--- src/hw/rtl/mafu_pkg.sv ---
// Shared types and constants for the multicycle ALU functional unit.
// Used by the front, queue, back, top level and checker; depends on nothing.
package mafu_pkg;

    // Fixed field widths of the request, result and configuration items, and the queue depth
    localparam int OPC_W       = 4;
    localparam int LAT_W       = 8;
    localparam int STATUS_W    = 2;
    localparam int OUT_TAG_W   = 16;
    localparam int OUT_VALUE_W = 32;
    localparam int OUT_TDATA_W = OUT_TAG_W + OUT_VALUE_W;
    localparam int CFG_ADDR_W  = 2;
    localparam int QUEUE_DEPTH = 2;

    // Opcodes
    localparam logic [OPC_W-1:0] OPC_ADD  = 4'd1;
    localparam logic [OPC_W-1:0] OPC_ADDI = 4'd2;
    localparam logic [OPC_W-1:0] OPC_SUB  = 4'd3;
    localparam logic [OPC_W-1:0] OPC_MUL  = 4'd4;
    localparam logic [OPC_W-1:0] OPC_DIV  = 4'd5;
    localparam logic [OPC_W-1:0] OPC_CMP  = 4'd6;

    // Result status codes
    localparam logic [STATUS_W-1:0] STATUS_DONE       = 2'd0;
    localparam logic [STATUS_W-1:0] STATUS_BAD_OPCODE = 2'd1;
    localparam logic [STATUS_W-1:0] STATUS_BUSY       = 2'd2;

    // Configuration register indexes
    localparam logic [CFG_ADDR_W-1:0] CFG_SIMPLE_LAT = 2'd0;
    localparam logic [CFG_ADDR_W-1:0] CFG_MUL_LAT    = 2'd1;
    localparam logic [CFG_ADDR_W-1:0] CFG_DIV_LAT    = 2'd2;

    // Latency reset values
    localparam logic [LAT_W-1:0] RST_SIMPLE_LAT = 8'd1;
    localparam logic [LAT_W-1:0] RST_MUL_LAT    = 8'd5;
    localparam logic [LAT_W-1:0] RST_DIV_LAT    = 8'd15;

    // Request class decided by the front
    typedef enum logic [2:0] {
        KIND_TICK,
        KIND_BAD,
        KIND_ADD,
        KIND_SUB,
        KIND_CMP,
        KIND_MUL,
        KIND_DIV
    } op_kind_t;

    // Control part of a queued request
    typedef struct packed {
        op_kind_t          kind;
        logic [LAT_W-1:0]  latency;
    } issue_ctrl_t;

    // Back-end sequencer states
    typedef enum logic [1:0] {
        BK_DISPATCH,
        BK_MUL,
        BK_DIV
    } back_state_t;

endpackage

--- src/hw/rtl/mafu_front.sv ---
// Front end: accepts requests, holds the latency registers and classifies each request.
// Depends on mafu_pkg.
module mafu_front
    import mafu_pkg::*;
#(
    parameter int DATA_WIDTH = 32,
    parameter int TAG_WIDTH  = 16,
    parameter int IN_TDATA_W = 88
)
(
    input  logic                   clk,
    input  logic                   rst_n,
    input  logic                   s_axis_tvalid,
    output logic                   s_axis_tready,
    input  logic [IN_TDATA_W-1:0]  s_axis_tdata,
    input  logic                   s_axis_tuser,
    input  logic                   cfg_we,
    input  logic [CFG_ADDR_W-1:0]  cfg_addr,
    input  logic [LAT_W-1:0]       cfg_wdata,
    input  logic                   q_full,
    output logic                   push,
    output issue_ctrl_t            ctrl,
    output logic [DATA_WIDTH-1:0]  operand_a,
    output logic [DATA_WIDTH-1:0]  operand_b,
    output logic [TAG_WIDTH-1:0]   issue_tag
);

    logic [LAT_W-1:0] simple_lat_reg;
    logic [LAT_W-1:0] mul_lat_reg;
    logic [LAT_W-1:0] div_lat_reg;
    logic [OPC_W-1:0] op_code;

    // Latency registers
    always_ff @(posedge clk or negedge rst_n)
    begin
        if (!rst_n)
        begin
            simple_lat_reg <= RST_SIMPLE_LAT;
            mul_lat_reg    <= RST_MUL_LAT;
            div_lat_reg    <= RST_DIV_LAT;
        end
        else if (cfg_we)
        begin
            case (cfg_addr)
                CFG_SIMPLE_LAT: simple_lat_reg <= cfg_wdata;
                CFG_MUL_LAT:    mul_lat_reg    <= cfg_wdata;
                CFG_DIV_LAT:    div_lat_reg    <= cfg_wdata;
                default:        ;
            endcase
        end
    end

    // Unpack the request
    assign op_code   = s_axis_tdata[OPC_W-1:0];
    assign operand_a = s_axis_tdata[OPC_W +: DATA_WIDTH];
    assign operand_b = s_axis_tdata[OPC_W + DATA_WIDTH +: DATA_WIDTH];
    assign issue_tag = s_axis_tdata[OPC_W + 2 * DATA_WIDTH +: TAG_WIDTH];

    // Take a request whenever the queue has room
    assign s_axis_tready = !q_full;
    assign push          = s_axis_tvalid && !q_full;

    // Classify and pick the latency
    always_comb
    begin
        ctrl.latency = simple_lat_reg;
        ctrl.kind    = KIND_BAD;
        if (s_axis_tuser)
        begin
            ctrl.kind = KIND_TICK;
        end
        else
        begin
            case (op_code)
                OPC_ADD,
                OPC_ADDI: ctrl.kind = KIND_ADD;
                OPC_SUB:  ctrl.kind = KIND_SUB;
                OPC_CMP:  ctrl.kind = KIND_CMP;
                OPC_MUL:
                begin
                    ctrl.kind    = KIND_MUL;
                    ctrl.latency = mul_lat_reg;
                end
                OPC_DIV:
                begin
                    ctrl.kind    = KIND_DIV;
                    ctrl.latency = div_lat_reg;
                end
                default:  ctrl.kind = KIND_BAD;
            endcase
        end
    end

endmodule

--- src/hw/rtl/mafu_queue.sv ---
// Short FIFO that decouples the front end from the back end.
// Depends on mafu_pkg for its depth.
module mafu_queue
    import mafu_pkg::*;
#(
    parameter int WIDTH = 8
)
(
    input  logic             clk,
    input  logic             rst_n,
    input  logic             push,
    input  logic [WIDTH-1:0] wdata,
    output logic             full,
    input  logic             pop,
    output logic             valid,
    output logic [WIDTH-1:0] rdata
);

    localparam int PTR_W = $clog2(QUEUE_DEPTH);
    localparam int CNT_W = $clog2(QUEUE_DEPTH + 1);

    logic [WIDTH-1:0] entry_reg [QUEUE_DEPTH];
    logic [PTR_W-1:0] wr_ptr_reg;
    logic [PTR_W-1:0] rd_ptr_reg;
    logic [CNT_W-1:0] count_reg;
    logic             do_pop;

    assign full   = (count_reg == CNT_W'(QUEUE_DEPTH));
    assign valid  = (count_reg != '0);
    assign rdata  = entry_reg[rd_ptr_reg];
    assign do_pop = pop && valid;

    // Store entries
    always_ff @(posedge clk)
    begin
        if (push)
        begin
            entry_reg[wr_ptr_reg] <= wdata;
        end
    end

    // Advance pointers and count
    always_ff @(posedge clk or negedge rst_n)
    begin
        if (!rst_n)
        begin
            wr_ptr_reg <= '0;
            rd_ptr_reg <= '0;
            count_reg  <= '0;
        end
        else
        begin
            if (push)
            begin
                wr_ptr_reg <= (wr_ptr_reg == PTR_W'(QUEUE_DEPTH - 1)) ? '0 : wr_ptr_reg + 1'b1;
            end
            if (do_pop)
            begin
                rd_ptr_reg <= (rd_ptr_reg == PTR_W'(QUEUE_DEPTH - 1)) ? '0 : rd_ptr_reg + 1'b1;
            end
            if (push && !do_pop)
            begin
                count_reg <= count_reg + 1'b1;
            end
            else if (do_pop && !push)
            begin
                count_reg <= count_reg - 1'b1;
            end
        end
    end

endmodule

--- src/hw/rtl/mafu_back.sv ---
// Back end: holds the single-entry unit state, runs the shift-add multiplier and the
// restoring divider, counts ticks and drives the result register. Depends on mafu_pkg.
module mafu_back
    import mafu_pkg::*;
#(
    parameter int DATA_WIDTH = 32,
    parameter int TAG_WIDTH  = 16
)
(
    input  logic                    clk,
    input  logic                    rst_n,
    input  logic                    q_valid,
    input  issue_ctrl_t             ctrl,
    input  logic [DATA_WIDTH-1:0]   operand_a,
    input  logic [DATA_WIDTH-1:0]   operand_b,
    input  logic [TAG_WIDTH-1:0]    issue_tag,
    output logic                    pop,
    output logic                    m_axis_tvalid,
    input  logic                    m_axis_tready,
    output logic [OUT_TDATA_W-1:0]  m_axis_tdata,
    output logic [STATUS_W-1:0]     m_axis_tuser
);

    localparam int DW    = DATA_WIDTH;
    localparam int CNT_W = $clog2(DATA_WIDTH + 1);

    back_state_t          state_reg, state_next;
    logic                 busy_reg, busy_next;
    logic [LAT_W-1:0]     ticks_reg, ticks_next;
    logic [DW-1:0]        held_value_reg, held_value_next;
    logic [TAG_WIDTH-1:0] held_tag_reg, held_tag_next;
    logic [CNT_W-1:0]     cnt_reg, cnt_next;

    logic [DW-1:0]        mul_acc_reg, mul_acc_next;
    logic [DW-1:0]        mcand_reg, mcand_next;
    logic [DW-1:0]        mplier_reg, mplier_next;
    logic [DW-1:0]        div_rem_reg, div_rem_next;
    logic [DW-1:0]        div_quo_reg, div_quo_next;
    logic [DW-1:0]        div_dvsr_reg, div_dvsr_next;
    logic                 div_neg_reg, div_neg_next;

    logic                 out_valid_reg, out_valid_next;
    logic [STATUS_W-1:0]  out_status_reg, out_status_next;
    logic [OUT_TAG_W-1:0] out_tag_reg, out_tag_next;
    logic [OUT_VALUE_W-1:0] out_value_reg, out_value_next;

    logic                 needs_out;
    logic                 out_free;
    logic                 is_issue;
    logic                 start_mul;
    logic                 start_div;
    logic                 last_step;
    logic [DW-1:0]        mul_step_acc;
    logic [DW:0]          rem_shift;
    logic [DW:0]          rem_diff;
    logic                 rem_ge;
    logic [DW-1:0]        rem_step;
    logic [DW-1:0]        quo_step;
    logic [DW-1:0]        quo_signed;
    logic [DW-1:0]        mag_a;
    logic [DW-1:0]        mag_b;
    logic [DW-1:0]        cmp_value;

    // Decide whether the head request may leave the queue now
    assign is_issue  = (ctrl.kind != KIND_TICK);
    assign needs_out = is_issue ? (ctrl.kind == KIND_BAD || busy_reg)
                                : (busy_reg && ticks_reg <= 8'd1);
    assign out_free  = !out_valid_reg || m_axis_tready;
    assign pop       = (state_reg == BK_DISPATCH) && q_valid && (!needs_out || out_free);
    assign start_mul = pop && !busy_reg && ctrl.kind == KIND_MUL;
    assign start_div = pop && !busy_reg && ctrl.kind == KIND_DIV && operand_b != '0;
    assign last_step = (cnt_reg == CNT_W'(1));

    // Multiplier step: add the shifted multiplicand on a set multiplier bit
    assign mul_step_acc = mul_acc_reg + (mplier_reg[0] ? mcand_reg : '0);

    // Divider step: shift in one dividend bit and try to subtract
    assign rem_shift  = {div_rem_reg, div_quo_reg[DW-1]};
    assign rem_diff   = rem_shift - {1'b0, div_dvsr_reg};
    assign rem_ge     = !rem_diff[DW];
    assign rem_step   = rem_ge ? rem_diff[DW-1:0] : rem_shift[DW-1:0];
    assign quo_step   = {div_quo_reg[DW-2:0], rem_ge};
    assign quo_signed = div_neg_reg ? (~quo_step + 1'b1) : quo_step;

    // Operand magnitudes and signed compare
    assign mag_a = operand_a[DW-1] ? (~operand_a + 1'b1) : operand_a;
    assign mag_b = operand_b[DW-1] ? (~operand_b + 1'b1) : operand_b;

    always_comb
    begin
        if (operand_a == operand_b)
        begin
            cmp_value = '0;
        end
        else if ($signed(operand_a) > $signed(operand_b))
        begin
            cmp_value = DW'(1);
        end
        else
        begin
            cmp_value = '1;
        end
    end

    // Next state
    always_comb
    begin
        state_next = state_reg;
        case (state_reg)
            BK_DISPATCH:
            begin
                if (start_mul)
                begin
                    state_next = BK_MUL;
                end
                else if (start_div)
                begin
                    state_next = BK_DIV;
                end
            end
            BK_MUL,
            BK_DIV:
            begin
                if (last_step)
                begin
                    state_next = BK_DISPATCH;
                end
            end
            default: state_next = BK_DISPATCH;
        endcase
    end

    // Datapath and result register
    always_comb
    begin
        busy_next       = busy_reg;
        ticks_next      = ticks_reg;
        held_value_next = held_value_reg;
        held_tag_next   = held_tag_reg;
        cnt_next        = cnt_reg;
        mul_acc_next    = mul_acc_reg;
        mcand_next      = mcand_reg;
        mplier_next     = mplier_reg;
        div_rem_next    = div_rem_reg;
        div_quo_next    = div_quo_reg;
        div_dvsr_next   = div_dvsr_reg;
        div_neg_next    = div_neg_reg;
        out_valid_next  = out_valid_reg && !m_axis_tready;
        out_status_next = out_status_reg;
        out_tag_next    = out_tag_reg;
        out_value_next  = out_value_reg;

        case (state_reg)
            BK_DISPATCH:
            begin
                if (pop)
                begin
                    if (!is_issue)
                    begin
                        // Tick: count down or deliver the held result
                        if (busy_reg)
                        begin
                            if (ticks_reg <= 8'd1)
                            begin
                                busy_next       = 1'b0;
                                ticks_next      = '0;
                                out_valid_next  = 1'b1;
                                out_status_next = STATUS_DONE;
                                out_tag_next    = OUT_TAG_W'(held_tag_reg);
                                out_value_next  = OUT_VALUE_W'($signed(held_value_reg));
                            end
                            else
                            begin
                                ticks_next = ticks_reg - 1'b1;
                            end
                        end
                    end
                    else if (ctrl.kind == KIND_BAD || busy_reg)
                    begin
                        // Reject: bad opcode wins over busy
                        out_valid_next  = 1'b1;
                        out_status_next = (ctrl.kind == KIND_BAD) ? STATUS_BAD_OPCODE
                                                                   : STATUS_BUSY;
                        out_tag_next    = OUT_TAG_W'(issue_tag);
                        out_value_next  = '0;
                    end
                    else
                    begin
                        // Valid issue: occupy the unit
                        busy_next     = 1'b1;
                        ticks_next    = ctrl.latency;
                        held_tag_next = issue_tag;
                        case (ctrl.kind)
                            KIND_ADD: held_value_next = operand_a + operand_b;
                            KIND_SUB: held_value_next = operand_a - operand_b;
                            KIND_CMP: held_value_next = cmp_value;
                            KIND_MUL:
                            begin
                                mul_acc_next = '0;
                                mcand_next   = operand_a;
                                mplier_next  = operand_b;
                                cnt_next     = CNT_W'(DW);
                            end
                            KIND_DIV:
                            begin
                                if (operand_b == '0)
                                begin
                                    held_value_next = '1;
                                end
                                else
                                begin
                                    div_rem_next  = '0;
                                    div_quo_next  = mag_a;
                                    div_dvsr_next = mag_b;
                                    div_neg_next  = operand_a[DW-1] ^ operand_b[DW-1];
                                    cnt_next      = CNT_W'(DW);
                                end
                            end
                            default: held_value_next = held_value_reg;
                        endcase
                    end
                end
            end
            BK_MUL:
            begin
                mul_acc_next = mul_step_acc;
                mcand_next   = {mcand_reg[DW-2:0], 1'b0};
                mplier_next  = {1'b0, mplier_reg[DW-1:1]};
                cnt_next     = cnt_reg - 1'b1;
                if (last_step)
                begin
                    held_value_next = mul_step_acc;
                end
            end
            BK_DIV:
            begin
                div_rem_next = rem_step;
                div_quo_next = quo_step;
                cnt_next     = cnt_reg - 1'b1;
                if (last_step)
                begin
                    held_value_next = quo_signed;
                end
            end
            default: ;
        endcase
    end

    // Control registers
    always_ff @(posedge clk or negedge rst_n)
    begin
        if (!rst_n)
        begin
            state_reg     <= BK_DISPATCH;
            busy_reg      <= 1'b0;
            ticks_reg     <= '0;
            cnt_reg       <= '0;
            out_valid_reg <= 1'b0;
        end
        else
        begin
            state_reg     <= state_next;
            busy_reg      <= busy_next;
            ticks_reg     <= ticks_next;
            cnt_reg       <= cnt_next;
            out_valid_reg <= out_valid_next;
        end
    end

    // Payload registers
    always_ff @(posedge clk)
    begin
        held_value_reg <= held_value_next;
        held_tag_reg   <= held_tag_next;
        mul_acc_reg    <= mul_acc_next;
        mcand_reg      <= mcand_next;
        mplier_reg     <= mplier_next;
        div_rem_reg    <= div_rem_next;
        div_quo_reg    <= div_quo_next;
        div_dvsr_reg   <= div_dvsr_next;
        div_neg_reg    <= div_neg_next;
        out_status_reg <= out_status_next;
        out_tag_reg    <= out_tag_next;
        out_value_reg  <= out_value_next;
    end

    assign m_axis_tvalid = out_valid_reg;
    assign m_axis_tuser  = out_status_reg;
    assign m_axis_tdata  = {out_value_reg, out_tag_reg};

endmodule

--- src/hw/rtl/multicycle_alu_functional_unit.sv ---
// Multicycle ALU functional unit: single-entry integer unit with per-class latency (simple, multiply, divide).
// Usage:
//   Request channel s_axis_*: tuser is 1 for a tick, 0 for an issue. An issue carries
//   opcode, two operands and a tag in tdata. Result channel m_axis_*: tuser is the status
//   (done, bad opcode, busy), tdata the tag and the 32-bit value.
//   Latencies are set through cfg_we/cfg_addr/cfg_wdata while the unit is idle.
//   Requests pass a two-entry queue; the back end takes one request per cycle for ticks,
//   rejects and add/sub/compare issues while no stalled result blocks a request that must
//   produce one. A multiply or nonzero divide holds the back end, one bit per cycle in the
//   shift-add multiplier or restoring divider, while the queue fills and s_axis_tready drops.
//   A request's result reaches m_axis from its queue entry through the result register.
//   Only ticks deliver completed results; the result is held until the configured number
//   of ticks has passed.
//   Reset clears the unit to idle, empties the queue and restores latencies 1, 5, 15.
//   When the receiver stalls, the result register holds and the back end waits on any
//   request that needs to produce a result; other requests keep flowing.
// Depends on mafu_pkg, mafu_front, mafu_queue and mafu_back.
module multicycle_alu_functional_unit
    import mafu_pkg::*;
#(
    parameter int DATA_WIDTH = 32,
    parameter int TAG_WIDTH  = 16,
    localparam int IN_TDATA_W = ((OPC_W + 2 * DATA_WIDTH + TAG_WIDTH + 7) / 8) * 8
)
(
    input  logic                    clk,
    input  logic                    rst_n,
    input  logic                    s_axis_tvalid,
    output logic                    s_axis_tready,
    input  logic [IN_TDATA_W-1:0]   s_axis_tdata,   // op_code, operand_a, operand_b, issue_tag
    input  logic                    s_axis_tuser,   // operation
    output logic                    m_axis_tvalid,
    input  logic                    m_axis_tready,
    output logic [OUT_TDATA_W-1:0]  m_axis_tdata,   // result_tag, value
    output logic [STATUS_W-1:0]     m_axis_tuser,   // status
    input  logic                    cfg_we,
    input  logic [CFG_ADDR_W-1:0]   cfg_addr,
    input  logic [LAT_W-1:0]        cfg_wdata
);

    localparam int CTRL_W  = $bits(issue_ctrl_t);
    localparam int ENTRY_W = CTRL_W + 2 * DATA_WIDTH + TAG_WIDTH;

    logic                  push;
    logic                  q_full;
    logic                  q_valid;
    logic                  q_pop;
    issue_ctrl_t           f_ctrl;
    logic [DATA_WIDTH-1:0] f_a;
    logic [DATA_WIDTH-1:0] f_b;
    logic [TAG_WIDTH-1:0]  f_tag;
    logic [ENTRY_W-1:0]    q_wdata;
    logic [ENTRY_W-1:0]    q_rdata;
    issue_ctrl_t           b_ctrl;
    logic [DATA_WIDTH-1:0] b_a;
    logic [DATA_WIDTH-1:0] b_b;
    logic [TAG_WIDTH-1:0]  b_tag;

    mafu_front #(
        .DATA_WIDTH (DATA_WIDTH),
        .TAG_WIDTH  (TAG_WIDTH),
        .IN_TDATA_W (IN_TDATA_W)
    ) u_front (
        .clk           (clk),
        .rst_n         (rst_n),
        .s_axis_tvalid (s_axis_tvalid),
        .s_axis_tready (s_axis_tready),
        .s_axis_tdata  (s_axis_tdata),
        .s_axis_tuser  (s_axis_tuser),
        .cfg_we        (cfg_we),
        .cfg_addr      (cfg_addr),
        .cfg_wdata     (cfg_wdata),
        .q_full        (q_full),
        .push          (push),
        .ctrl          (f_ctrl),
        .operand_a     (f_a),
        .operand_b     (f_b),
        .issue_tag     (f_tag)
    );

    // Pack and unpack queue entries
    assign q_wdata = {f_ctrl, f_a, f_b, f_tag};
    assign b_ctrl  = issue_ctrl_t'(q_rdata[ENTRY_W-1 -: CTRL_W]);
    assign b_a     = q_rdata[TAG_WIDTH + DATA_WIDTH +: DATA_WIDTH];
    assign b_b     = q_rdata[TAG_WIDTH +: DATA_WIDTH];
    assign b_tag   = q_rdata[TAG_WIDTH-1:0];

    mafu_queue #(
        .WIDTH (ENTRY_W)
    ) u_queue (
        .clk   (clk),
        .rst_n (rst_n),
        .push  (push),
        .wdata (q_wdata),
        .full  (q_full),
        .pop   (q_pop),
        .valid (q_valid),
        .rdata (q_rdata)
    );

    mafu_back #(
        .DATA_WIDTH (DATA_WIDTH),
        .TAG_WIDTH  (TAG_WIDTH)
    ) u_back (
        .clk           (clk),
        .rst_n         (rst_n),
        .q_valid       (q_valid),
        .ctrl          (b_ctrl),
        .operand_a     (b_a),
        .operand_b     (b_b),
        .issue_tag     (b_tag),
        .pop           (q_pop),
        .m_axis_tvalid (m_axis_tvalid),
        .m_axis_tready (m_axis_tready),
        .m_axis_tdata  (m_axis_tdata),
        .m_axis_tuser  (m_axis_tuser)
    );

endmodule

--- config.mk ---
export PLATFORM = sky130hd
export DESIGN_NAME = multicycle_alu_functional_unit
export DESIGN_NICKNAME = d
export VERILOG_FILES = /design/src/hw/rtl/mafu_pkg.sv /design/src/hw/rtl/mafu_front.sv /design/src/hw/rtl/mafu_queue.sv /design/src/hw/rtl/mafu_back.sv /design/src/hw/rtl/multicycle_alu_functional_unit.sv
export SDC_FILE = /design/constraint.sdc
export NUM_CORES = 1
export LEC_CHECK = 0
export BUFFER_PORTS_ARGS = -buffer_cell sky130_fd_sc_hd__buf_2
export CAP_MARGIN = 20
export CORE_ASPECT_RATIO = 1.4
export CORE_MARGIN = 3
export CORE_UTILIZATION = 45
export DETAILED_ROUTE_END_ITERATION = 8
export PLACE_DENSITY = 0.64
export SLEW_MARGIN = 10
export SYNTH_ARGS = -nofsm -noshare
export SYNTH_HDL_FRONTEND = slang
export SYNTH_HIERARCHICAL = 1
export SYNTH_SLANG_ARGS = --single-unit
--- constraint.sdc ---
create_clock -name clk -period 12 [get_ports clk]
set_input_delay 2.4 -clock clk [delete_from_list [all_inputs] [get_ports clk]]
set_output_delay 2.4 -clock clk [all_outputs]
set_load 0.1 [all_outputs]
==> flow_summary_export.csv <==
group,metric,value,unit
synthesis,syn_area_per_cell,11.00,um^2
timing,rsz0062_at_grt,"false",
critical_path,crit_buf_inv,2,
layout,n_fill_cell,5930,
critical_path,crit_type,"register to register",
timing,skew,0.02019,ns
layout,final_nets,3053,
detailed_routing,ant_nets,0,
timing,min_period,6.502,ns
placement,placedCellCount,3608,
pwr,peakVddDrop,219.6,uV
die,start_util,0.4562,
synthesis,synth.top_cells.by_area,"edfxtp_1 (46%), ha_1 (5.7%), mux2_4 (3.9%)",
critical_path,cp-end-kind,"register",
detailed_routing,drtPass1Iterations,6,
critical_path,start_kind,"register",
synthesis,ys_warn_count,6,
global_routing,grt-ovfl-total,0,
pwr,power_density,287.0,mW/mm^2
die,die_area,0.07112,mm^2
critical_path,cp.required,12.33,ns
placement,place_area,0.03145,mm^2
synthesis,synth_cell_types,85,
critical_path,critPathMaxFanout,34,
critical_path,path_cells,"buf_4, buf_4, mux2_4, ha_1, nor2_1, o311ai_0, a211oi_1, o2111ai_1, a31oi_1, o41ai_1, o31ai_1, xnor2_1, a221oi_1, a21oi_1",
layout,drive_above_1_share,0.1671,
timing,fmax,153.8,MHz
placement,gp_congestion,0.9159,
job,drv_cap,0,
synthesis,syn_area,0.03056,mm^2
synthesis,yosys_most_used_dff,"edfxtp_1",
synthesis,async_reset_ff_frac,0.08863,
synthesis,ys_ff_latch,519,
critical_path,max_stage_delay,0.82,ns
cts,path_clk_slew,0.06,ns
cts,clk_path_buf_depth,3,
critical_path,cp_common_cell,"buf_4",
global_routing,grtUsageTotal,0.2234,
synthesis,postSynthCellCount,2778,
synthesis,yosysTopAreaCellShare,0.4648,
detailed_routing,dr_total_vias,21590,
timing,tightestPinTransition,0.9928,ns
die,ios,156,
layout,area_growth,9.102,%
detailed_routing,drt_iter0_markers,1562,
die,coreArea,0.06698,mm^2
timing,period_share,0.5418,
critical_path,slowest_stage,"dfrtp_4",
synthesis,synth_nets,3024,
placement,hpwl,59.22,mm
cts,cts_setup_buffers,0,
layout,fin_area,0.03334,mm^2
global_routing,grt_first_pass_wirelength,122.8,mm
timing,slew_headroom,0.3381,
timing,final_hold_viol_count,0,
timing,tns,0,ns
synthesis,synth_top_cell_by_area,"edfxtp_1",
timing,slew_viol_final,0,
cts,htree_levels,2,
cts,cts_resized,0,
cts,clk_latency,0.62,ns
die,rows,112,
cts,cts_tree,"built",
cts,cts.sinks,519,
layout,fin_cells,3708,
layout,regArea,0.01537,mm^2
global_routing,grt_pass1_vias,21380,
detailed_routing,post-route-drc-count,0,
detailed_routing,wl_per_cell,21.75,um
cts,cts_buffers,51,
die,die_x,226.2,um
cts,ctsRootBufferMaster,"clkbuf_16",
layout,largest_reg_flops,182,
layout,multiInputGateArea,0.01351,mm^2
synthesis,synth_edf_count,473,
global_routing,antenna_found_initial,9,
synthesis,seq_area_frac_synth,0.5028,
cts,ctsHoldBuffers,0,
min_path,hold_path_class,"register to register",
detailed_routing,viasPerCell,5.821,
timing,setup_viol,0,
run_status,status,"finished clean",
detailed_routing,wl,80.66,mm
die,fp.dieH,314.3,um
critical_path,cp.arrival,6.83,ns
placement,port_buffers,151,
pwr,p_leak,12.69,nW
critical_path,crit_family,"compound AO/OA/AOI/OAI gates",
global_routing,grt_max_degree,94,
-- path summary, 6_finish.rpt --
| kind | startpoint | endpoint | slack (ns) | cells after the start |
|---|---|---|---|---|
| max in group asynchronous | rst_n | u_queue/rd_ptr_reg$_DFFE_PN0P_ | 9.61 | 2 |
| worst min-delay path | u_queue/count_reg[1]$_DFFE_PN0P_ | u_queue/count_reg[1]$_DFFE_PN0P_ | 0.48 | 1 |
| worst max register to register | u_queue/rd_ptr_reg$_DFFE_PN0P_ | u_back/held_value_reg[24]$_DFFE_PP_ | 5.50 | 14 |
| min in group asynchronous | rst_n | u_back/m_axis_tvalid$_DFF_PN0_ | 1.88 | 2 |
| worst min register to register | u_queue/count_reg[1]$_DFFE_PN0P_ | u_queue/count_reg[1]$_DFFE_PN0P_ | 0.48 | 1 |
| worst max-delay path | u_queue/rd_ptr_reg$_DFFE_PN0P_ | u_back/held_value_reg[24]$_DFFE_PP_ | 5.50 | 14 |
-- through the flow --
stage | worst slack (ns) | hold WS [ns] | power (W) | util
2_1_floorplan | 3.567 | 0.4474 | 0.006474 | -
3_3_place_gp | 5.547 | 0.4653 | 0.007718 | 0.4695
4_1_cts | 5.574 | 0.4874 | 0.009573 | 0.4972
6_report | 5.498 | 0.4790 | 0.009569 | 0.4977
5_1_grt | 5.153 | 0.5190 | 0.01009 | 0.4976
3_5_place_dp | 5.603 | 0.4775 | 0.007788 | 0.4695
-- cells in the mapped netlist, types with 7 or more instances --
cell / n
mux2_4: 80
a211oi_1: 29
o31ai_1: 40
buf_1: 10
o21a_1: 16
or4_1: 13
ha_1: 138
o21ai_0: 179
o41ai_1: 16
o21bai_1: 18
inv_1: 150
a221o_1: 12
edfxtp_1: 473
nand3_1: 35
nand2b_1: 19
mux2i_1: 12
a41oi_1: 8
dfrtp_1: 39
xor2_1: 58
nand2_1: 278
clkbuf_1: 95
nand4_1: 21
a2111oi_0: 7
nor4_1: 19
or2_2: 10
o2111ai_1: 9
o211ai_1: 9
or3_1: 26
a21oi_1: 194
and2_1: 76
nor2b_1: 23
and3_1: 14
buf_12: 8
a31oi_1: 22
mux2_2: 85
a21o_1: 39
o221ai_1: 17
a221oi_1: 13
dfstp_2: 7
xnor2_1: 85
nor3_1: 41
nor2_1: 152
buf_4: 80
-- metal layers --
layer / share of wire / wire length, um / GRT usage / vias up
met2: 0.49 / 39470 / 0.3813 / 685
met5: 0.00094 / 76 / 0 / -
met3: 0.055 / 4460 / 0.03433 / 170
met4: 0.048 / 3842 / 0.1002 / 10
li1: - / - / - / 10230
met1: 0.41 / 32810 / 0.2796 / 10490
-- layout make-up --
cell class | count | share of cell area
antenna | 5 | 0.0003753
tap | 855 | 0.03209
inverter | 150 | 0.01689
clock inverter | 30 | 0.01152
clock buffer | 64 | 0.04413
multi-input combinational | 1908 | 0.4052
sequential | 519 | 0.4609
timing repair buffer | 177 | 0.02890
-- power by group --
group | internal [W] | total, W | leakage [nW] | switching (W)
clock | 0.00105 | 0.00175 | 0.916 | 0.000705
combinational | 0.00153 | 0.00502 | 6.87 | 0.00349
sequential | 0.00266 | 0.00279 | 4.91 | 0.000138
total | 0.00524 | 0.00957 | 12.7 | 0.00433
-- cell usage in the layout, fill, tap and decap left out, types with 38 or more instances in the layout --
| master | synthesis | layout |
|---|---|---|
| o21ai_0 | 179 | 177 |
| xnor2_1 | 85 | 85 |
| clkbuf_16 | 0 | 56 |
| mux2_4 | 80 | 80 |
| nor3_1 | 41 | 40 |
| a21oi_1 | 194 | 194 |
| xor2_1 | 58 | 58 |
| dfrtp_1 | 39 | 38 |
| edfxtp_1 | 473 | 473 |
| inv_1 | 150 | 149 |
| a21o_1 | 39 | 39 |
| nor2_1 | 152 | 149 |
| ha_1 | 138 | 136 |
| and2_1 | 76 | 75 |
| mux2_2 | 85 | 85 |
| o31ai_1 | 40 | 40 |
| nand2_1 | 278 | 278 |
| buf_2 | 6 | 151 |
-- cells by family (layout without fill, tap and decap cells) --
kind of cell,after synthesis,in the layout,synth area share
compound gates,692,692,0.1453
xor+xnor,143,143,0.04099
fa+ha+maj,142,142,0.05912
buf+inv,351,421,0.05794
flops,519,519,0.5028
mux,177,177,0.07456
other cells,0,5,0
simple gates,754,754,0.1194
No activity file was read; power rests on OpenSTA's default activity.
